--- src/rtl/wemd_ram.sv ---
// ----------------------------------------------------------------------------
// wemd_ram
// Generic RAM: one write port, two read ports, registered read data.
// ----------------------------------------------------------------------------
module wemd_ram #(
   parameter int WIDTH = 8,
   parameter int DEPTH = 16
) (
   input  logic                     clock,
   input  logic                     wr_en,
   input  logic [$clog2(DEPTH)-1:0] wr_addr,
   input  logic [WIDTH-1:0]         wr_data,
   input  logic [$clog2(DEPTH)-1:0] rd_addr_a,
   output logic [WIDTH-1:0]         rd_data_a,
   input  logic [$clog2(DEPTH)-1:0] rd_addr_b,
   output logic [WIDTH-1:0]         rd_data_b
);

   logic [WIDTH-1:0] mem_ff [DEPTH];

   // write and registered reads
   always_ff @(posedge clock) begin
      if (wr_en) begin
         mem_ff[wr_addr] <= wr_data;
      end
      rd_data_a <= mem_ff[rd_addr_a];
      rd_data_b <= mem_ff[rd_addr_b];
   end

endmodule

--- config.mk ---
export PLATFORM = sky130hd
export DESIGN_NAME = wemd_ram
export DESIGN_NICKNAME = d
export VERILOG_FILES = /design/src/rtl/wemd_ram.sv
export SDC_FILE = /design/constraint.sdc
export NUM_CORES = 1
export LEC_CHECK = 0
export ABC_AREA = 1
export BUFFER_PORTS_ARGS = -buffer_cell sky130_fd_sc_hd__buf_2
export CORE_MARGIN = 2
export CORE_UTILIZATION = 35
export CTS_BUF_LIST = sky130_fd_sc_hd__clkbuf_8
export DETAILED_ROUTE_END_ITERATION = 6
export PLACE_DENSITY = 0.53
export SLEW_MARGIN = 25
export SYNTH_ARGS = -nofsm -noshare
export SYNTH_HDL_FRONTEND = slang
export SYNTH_SLANG_ARGS = --single-unit
--- constraint.sdc ---
create_clock -name clock -period 1.3 [get_ports clock]
set_clock_uncertainty 0.1 [all_clocks]
set_input_delay 0.26 -clock clock [delete_from_list [all_inputs] [get_ports clock]]
set_output_delay 0.26 -clock clock [all_outputs]
set_load 0.02 [all_outputs]
==> flow_metrics.tcl, run 1 <==
set metrics [dict create \
    grt_usage 0.203 \
    finalSetupTns_ns 0 \
    cp_slowest_stage_delay_ns 0.36 \
    grt_pass1_vias 5943 \
    hp-class "in -> reg" \
    syn2layout_area_growth_pct 17.8 \
    synth.net_count 873 \
    start_util 0.358 \
    post_cts_buffers 0 \
    overflow 0 \
    timing.reg2reg.setup_slack_ns 0.10 \
    place_hpwl_mm 14.6 \
    finalCritPeriodShare 0.999 \
    clockBufferDepth 2 \
    cts_root_buf "clkbuf_8" \
    ys_seq_area_frac 0.574 \
    row_count 52 \
    antenna_cells 0 \
    p_leak_nw 3.86 \
    slew_headroom 0.689 \
    drt-initial-drc-count 511 \
    synth.avg_cell_area_um2 8.53 \
    drc 0 \
    crit_buf_inv 1 \
    place_congestion 0.850 \
    fin_nets 934 \
    vias_per_cell 4.98 \
    stdcell_count 1195 \
    antenna_left 0 \
    cts_hold_buffers 0 \
    start_kind "flip-flop" \
    clock_latency_ns 0.45 \
    crit_chain "buf_6" \
    synth_warnings 0 \
    tightest_slew_ns 0.466 \
    htree_num_levels 4 \
    worstSetupPathType "reg -> out" \
    power.density_mw_per_mm2 1180 \
    pin_count 38 \
    drv_cap 0 \
    synth-seq-cells 144 \
    syn_inst 851 \
    fmax_mhz 770 \
    numCtsBuffers 17 \
    cts.clk_slew.worst_paths_ns 0.08 \
    place.port_buffers 37 \
    vias 5954 \
    ys_types 13 \
    dr.pass1.iters 6 \
    antenna_found_initial 0 \
    cts_tree "built" \
    chipHeight_um 148 \
    critPathMaxFanout 1 \
    final_max_slew_viol_count 0 \
    synth_area_mm2 0.00726 \
    crit_slowest_cell "dfxtp_4" \
    cts_num_sinks 144 \
    final_util 0.421 \
    end_kind "output pin" \
    dieArea_mm2 0.0219 \
    arrival_ns 0.94 \
    design_area_mm2 0.00855 \
    wl_mm 21.4 \
    placed_area_mm2 0.00806 \
    grt_pass1_wl_mm 33.2 \
    fin_crit_ns 1.30 \
    outcome "finished, final reports clean" \
    dp.cells 1163 \
    peakVddDrop_mv 0.413 \
    grt_max_degree 48 \
    fp.dieW_um 148 \
    hold_viol 0 \
    cp_top_family "flip-flops" \
    setup_viol 0 \
    rsz0062_at_grt "true" \
    critPathRequiredTime_ns 0.94 \
    drive_above_1_share 0.143 \
    fp.coreArea_mm2 0.0203 \
    post_drt_wl_per_cell_um 17.9 \
]
-- metal layers --
metal  GRT usage  up-vias  share of wire  wire length, um
met5           0        -              0                0
met1       0.273     2783           0.45             9530
met3      0.0392       45          0.059             1270
met4      0.0738        0          0.027              570
li1            -     2858              -                -
met2       0.328      268           0.47            10000
-- metrics by stage --
stage	power (mW)	worst slack, ns	hold slack, ns
final	10.1	0.00110	0.0969
after global routing	10.5	-0.0398	0.0794
after detailed placement	6.56	-0.150	0.565
after floorplan	6.03	-0.0108	0.259
after CTS	10.2	-0.0227	0.0775
after global placement	6.56	-0.153	0.568
-- registers in the layout, summed over array words and instances (netlist names) --
name and cells:
rd_data_a 8, mem_ff 128, rd_data_b 8
-- Yosys cell counts --
library cell  number  area [um2]
nand2_1          277        1040
nand3_1          225        1130
inv_1            134         503
edfxtp_1         128        3840
buf_2             26         130
nor2_1            17        63.8
dfxtp_1           16         320
buf_6             14         158
buf_4              4        30.0
inv_2              4        15.0
clkbuf_1           3        11.3
nand3b_1           2        15.0
buf_1              1        3.75
-- power breakdown --
| group | switching [mW] | leakage [nW] | internal, mW |
|---|---|---|---|
| combinational | 0.816 | 2.37 | 0.490 |
| sequential | 0.0563 | 1.29 | 5.18 |
| clock | 1.71 | 0.196 | 1.85 |
| total | 2.58 | 3.86 | 7.52 |
-- path summary, 6_finish.rpt --
| kind | startpoint | end | cells after the start |
|---|---|---|---|
| max | rd_data_b[3] | rd_data_b[3] | 1 |
| min | wr_data[4] | mem_ff[8][4] | 1 |
| max reg2reg | mem_ff[5][5] | rd_data_a[5] | 6 |
| min reg2reg | mem_ff[14][2] | rd_data_a[2] | 6 |
-- repair_timing --
item	4_1_cts	5_1_grt
setup endpoints to repair	12	13
pin swaps	0	0
resized for setup	31	12
-- cell usage in the layout, fill, tap and decap left out, types with 4 or more instances in the layout --
cell / Yosys / layout
nand2_1: 277 / 277
nand3_1: 225 / 225
inv_1: 134 / 137
edfxtp_1: 128 / 128
buf_4: 4 / 39
buf_2: 26 / 21
nor2_1: 17 / 17
clkbuf_8: 0 / 17
buf_12: 0 / 17
buf_6: 14 / 13
dfxtp_2: 0 / 12
inv_2: 4 / 4
clkinv_1: 0 / 4
-- cells by family after synthesis --
kind of cell  synth area share
simple gates             0.309
buf+inv                  0.117
flops                    0.574
-- cell type report --
cell class,instances,area (um2)
flip-flops and latches,144,4180
inverters,138,518
clock buffers,17,234
well taps,270,338
multi-input cells,521,2240
repair buffers,90,885
clock inverters,15,153
fillers,2035,11700
Note: power is estimated with default switching activity, not from simulation.
==> run 2, diff against run 1 <==
- SETUP_SLACK_MARGIN: default -> 0.05
==> run 2 against run 1 <==
Compared with the run above: the flow now finishes with violations (setup timing); sequential cell count unchanged; non-clock buffer count increased by 10; die area is the same; routed wire length is 1.4% higher; cell count increased by 0.84%; fmax is 1.4% lower; design area increased by 2.2%; critical path depth unchanged; clock power is 8.7% higher; global-route usage increased by 0.22 points.
==> flow_metrics.tcl, run 2 (synthesized netlist as in run 1, its figures left out) <==
set metrics [dict create \
    cts_tree "built" \
    p_seq_frac 0.501 \
    worstSetupPathType "reg -> out" \
    grt_max_degree 35 \
    drv_cap 0 \
    grt_use_met1 0.282 \
    antenna_found_initial 0 \
    outcome "finished with violations" \
    cts_hold_buffers 0 \
    clock_power_share 0.371 \
    antenna_cells 0 \
    fmax_mhz 759 \
    cts_num_sinks 144 \
    htree_num_levels 4 \
    whs_ns 0.0943 \
    timing.final.ws_setup_ns -0.0174 \
    chipHeight_um 148 \
    cts.clk_slew.worst_paths_ns 0.08 \
    setup.worst_path.end "rd_data_b[6]" \
    start_kind "flip-flop" \
    hp-class "in -> reg" \
    dieArea_mm2 0.0219 \
    critPathRequiredTime_ns 0.94 \
    antenna_left 0 \
    setup_viol 2 \
    r2r_cells 6 \
    timing.reg2reg.setup_slack_ns 0.15 \
    drc 0 \
    reg2reg_from "mem_ff[1][0]" \
    critical_path.startpoint "rd_data_b[6]" \
    crit_slowest_cell "dfxtp_4" \
    vias 5985 \
    finalCritPeriodShare 1.01 \
    pin_count 38 \
    rsz0062_at_grt "true" \
    final_cell_mix "277 x nand2_1, 224 x nand3_1, 135 x inv_1, 128 x edfxtp_1, 43 x buf_4" \
    syn2layout_area_growth_pct 20.4 \
    crit_buf_inv 1 \
    reg2reg_to "rd_data_a[0]" \
    vias_per_cell 4.97 \
    p_sw_mw 2.68 \
    power_mw 10.4 \
    row_count 52 \
    place_hpwl_mm 15.0 \
    seqCellArea_mm2 0.00419 \
    grt_pass1_vias 5621 \
    path_depth 1 \
    arrival_ns 0.96 \
    hold_viol 0 \
    clockBufferDepth 2 \
    layout_commonest_cell "nand2_1" \
    peakVddDrop_mv 0.673 \
    cts_root_buf "clkbuf_8" \
    largest-register "mem_ff" \
    fin_nets 944 \
    numCtsBuffers 17 \
    place_congestion 0.877 \
    fp.dieW_um 148 \
    slew_headroom 0.733 \
    final_max_slew_viol_count 0 \
    overflow 0 \
    drt-initial-drc-count 651 \
    power.density_mw_per_mm2 1200 \
    fin_crit_ns 1.32 \
    fillers 2029 \
    fp.coreArea_mm2 0.0203 \
    grt_pass1_wl_mm 33.2 \
    place_ws_ns -0.137 \
    place.port_buffers 37 \
    largest_reg_flops 128 \
    cp_top_family "flip-flops" \
    dr.pass1.iters 6 \
    end_kind "output pin" \
    p_sw_frac 0.256 \
    critPathMaxFanout 1 \
    p_comb_frac 0.128 \
    grt_usage 0.205 \
    wl_mm 21.7 \
    drive_above_1_share 0.167 \
    post_drt_wl_per_cell_um 18.0 \
    final_util 0.431 \
    start_util 0.358 \
    use_met3 0.0500 \
    clock_latency_ns 0.46 \
    p_int_mw 7.77 \
    cp_slowest_stage_delay_ns 0.37 \
    crit_chain "buf_6" \
    grt_busiest_layer "met2" \
    violations "setup timing" \
    p_leak_nw 3.94 \
    multi_input_area_mm2 0.00226 \
    reg_top3 "mem_ff x128, rd_data_a x8, rd_data_b x8" \
    tightest_slew_ns 0.401 \
    met2_usage 0.320 \
]
[run 2: metrics by stage]
step	std cells	area [um2]	TNS, ns
final	1205	8740	-0.0338
after global routing	1205	8740	-0.120
after CTS	1205	8730	-0.0665
after detailed placement	1173	8190	-7.50
after global placement	1173	8190	-7.02
after floorplan	851	7270	-0.836
[run 2: worst min-delay path by stage]
| stage | slack [ns] | endpoint | startpoint | cells past startpoint |
|---|---|---|---|---|
| final | 0.09 | mem_ff[3][5] | wr_data[5] | 1 |
| after floorplan | 0.26 | mem_ff[0][0] | wr_data[0] | 0 |
| after global placement | 0.57 | rd_data_a[5] | mem_ff[10][5] | 6 |
| after global routing | 0.09 | mem_ff[3][5] | wr_data[5] | 1 |
| after CTS | 0.09 | mem_ff[3][5] | wr_data[5] | 1 |
| after detailed placement | 0.57 | rd_data_b[0] | mem_ff[10][0] | 6 |
[run 2: worst register-to-register path: stages, from the launching register on]
cell      delay, ns
edfxtp_1       0.37
inv_1          0.08
nand2_1        0.06
nand3_1        0.08
nand3_1        0.14
nand3_1        0.14
nand2_1        0.08
[run 2: power groups by stage]
stage / sequential (mW) / combinational [mW] / clock [mW]
2_1_floorplan: 5.38 / 0.655 / 0
3_3_place_gp: 5.32 / 1.26 / 0
3_5_place_dp: 5.32 / 1.27 / 0
4_1_cts: 5.24 / 1.34 / 3.93
5_1_grt: 5.25 / 1.45 / 4.13
6_report: 5.24 / 1.34 / 3.87
[run 2: layer usage]
layer	vias up	share of wire
li1	2879	-
met4	0	0.026
met1	2800	0.44
met2	266	0.46
met3	40	0.078
met5	-	0
[run 2: cell type report]
| cell class | count | area share |
|---|---|---|
| sequential | 144 | 0.479 |
| inverter | 138 | 0.0593 |
| clock buffer | 17 | 0.0268 |
| multi-input combinational | 521 | 0.259 |
| timing repair buffer | 100 | 0.115 |
| tap | 270 | 0.0387 |
| clock inverter | 15 | 0.0220 |
[run 2: timing repair]
action / 4_1_cts / 5_1_grt
pin swaps: 0 / 0
gates resized for setup: 48 / 2
setup buffers: 0 / 0
endpoints found under the setup margin: 16 / 17
==> run 3, diff against run 2 <==
- PLACE_DENSITY: 0.53 -> default
- SLEW_MARGIN: 25 -> 10
==> run 3 against run 2 <==
Compared with the run above: the flow still finishes with violations (setup timing); routed wire length increased by 1.3%; cell count decreased by 1.2%; global-route usage increased by 0.25 points; sequential share of layout area increased by 1.2 points; worst hold slack improved by 0.021 ns; clock-buffer cell count unchanged; non-clock buffer count decreased by 15; register-to-register slack got worse by 0.05 ns; fmax decreased by 0.83%; critical path depth unchanged; largest power group unchanged.
==> flow_metrics.tcl, run 3 (synthesized netlist as in run 1, its figures left out) <==
set metrics [dict create \
    outcome "finished with violations" \
    violations "setup timing" \
    finalSetupTns_ns -0.0778 \
    dieArea_mm2 0.0219 \
    hp-class "in -> reg" \
    clockBufferDepth 2 \
    fp.dieW_um 148 \
    stdcell_count 1190 \
    grt_pass1_wl_mm 33.7 \
    overflow 0 \
    p_sw_mw 2.68 \
    numCtsBuffers 17 \
    clock_latency_ns 0.47 \
    setup_viol 5 \
    place_hpwl_mm 15.0 \
    peakVddDrop_mv 0.572 \
    hold_depth 1 \
    antenna_left 0 \
    cts.clk_slew.worst_paths_ns 0.08 \
    arrival_ns 0.97 \
    fin_crit_ns 1.33 \
    cts_tree "built" \
    grt_pass1_vias 5676 \
    dr.pass1.iters 6 \
    drc 0 \
    p_sw_frac 0.268 \
    final_util 0.421 \
    crit_slowest_cell "dfxtp_4" \
    crit_chain "buf_6" \
    end_kind "output pin" \
    place.port_buffers 37 \
    whs_ns 0.115 \
    cts_root_buf "clkbuf_8" \
    cts_num_sinks 144 \
    cts_hold_buffers 0 \
    hold_viol 0 \
    fmax_mhz 753 \
    start_util 0.358 \
    worstSetupPathType "reg -> out" \
    min_from "wr_data[4]" \
    fp.coreArea_mm2 0.0203 \
    p_int_mw 7.33 \
    place_congestion 0.889 \
    reg2reg_to "rd_data_a[4]" \
    wl_mm 22.0 \
    grt_usage 0.208 \
    largest_reg_flops 128 \
    drive_above_1_share 0.159 \
    finalCritPeriodShare 1.02 \
    post_drt_wl_per_cell_um 18.5 \
    drt-initial-drc-count 635 \
    timing.final.ws_setup_ns -0.0285 \
    tightest_slew_ns 0.506 \
    vias 6025 \
    antenna_found_initial 0 \
    post_cts_buffers 0 \
    p_leak_nw 3.83 \
    r2r_cells 6 \
    start_kind "flip-flop" \
    largest-register "mem_ff" \
    fin_nets 929 \
    pin_count 38 \
    reg2reg_from "mem_ff[7][4]" \
    drv_cap 0 \
    final_max_slew_viol_count 0 \
    rsz0062_at_grt "true" \
    crit_buf_inv 1 \
    cp_top_family "flip-flops" \
    critPathRequiredTime_ns 0.94 \
    row_count 52 \
    cp_slowest_stage_delay_ns 0.39 \
    critPathMaxFanout 1 \
    antenna_cells 0 \
    whs_endpoint "mem_ff[9][4]" \
    dp.cells 1158 \
    power_mw 10.0 \
    power.density_mw_per_mm2 1170 \
    chipHeight_um 148 \
    final_cell_mix "277 x nand2_1, 220 x nand3_1, 135 x inv_1, 128 x edfxtp_1, 33 x buf_4" \
    grt_max_degree 65 \
    p_comb_frac 0.130 \
    timing.reg2reg.setup_slack_ns 0.10 \
    slew_headroom 0.662 \
    vias_per_cell 5.06 \
    syn2layout_area_growth_pct 17.7 \
    clock_power_share 0.346 \
    reg_top3 "mem_ff x128, rd_data_a x8, rd_data_b x8" \
    layout_commonest_cell "nand2_1" \
    htree_num_levels 4 \
    p_seq_frac 0.524 \
]
[run 3: cell count changes in the layout (fill, tap and decap cells not counted), moves of 2 or more]
cell	delta
dfxtp_2	-2
buf_12	-5
bufinv_16	-2
nand3_1	-4
clkinv_2	+2
dfxtp_4	+2
buf_4	-10
nand3_2	+4
[run 3: timing repair]
action | CTS | global route
gates resized for setup | 51 | 5
hold endpoints to repair | 0 | 0
endpoints found under the setup margin | 16 | 20
[run 3: layer usage]
layer  wire length (um)  track usage  share of wire
met5                  0            0              0
met4                701       0.0771          0.032
met3               1550       0.0481          0.070
met2              10200        0.329           0.46
met1               9540        0.279           0.43
[run 3: how the worst max path moves through the flow]
stage | startpoint | end | slack [ns] | depth (start not counted)
detailed placement | rd_addr_a[0] | rd_data_a[2] | -0.22 | 8
global route | rd_data_b[0] | rd_data_b[0] | -0.06 | 1
global placement | rd_addr_a[0] | rd_data_a[2] | -0.22 | 8
floorplan | wr_addr[2] | mem_ff[11][0] | -0.01 | 2
CTS | rd_data_b[0] | rd_data_b[0] | -0.05 | 1
finish | rd_data_b[0] | rd_data_b[0] | -0.03 | 1
[run 3: layout make-up]
| cell class | instances | area (um2) |
|---|---|---|
| fillers | 2006 | 11800 |
| clock inverters | 15 | 146 |
| flip-flops and latches | 144 | 4190 |
| clock buffers | 17 | 234 |
| inverters | 138 | 518 |
| well taps | 270 | 338 |
| repair buffers | 85 | 833 |
| multi-input cells | 521 | 2280 |
[run 3: stage by stage]
step,area [um2],setup slack [ns]
3_5_place_dp,8010,-0.223
3_3_place_gp,8010,-0.217
2_1_floorplan,7270,-0.0108
5_1_grt,8540,-0.0594
4_1_cts,8520,-0.0470
6_report,8540,-0.0285
[run 3: power by group through the flow]
stage               logic [mW]  clock network, mW  registers [mW]
finish                    1.30               3.47            5.25
global route              1.41               3.74            5.26
CTS                       1.28               3.52            5.25
detailed placement        1.22                  0            5.33
global placement          1.21                  0            5.33
floorplan                0.655                  0            5.38
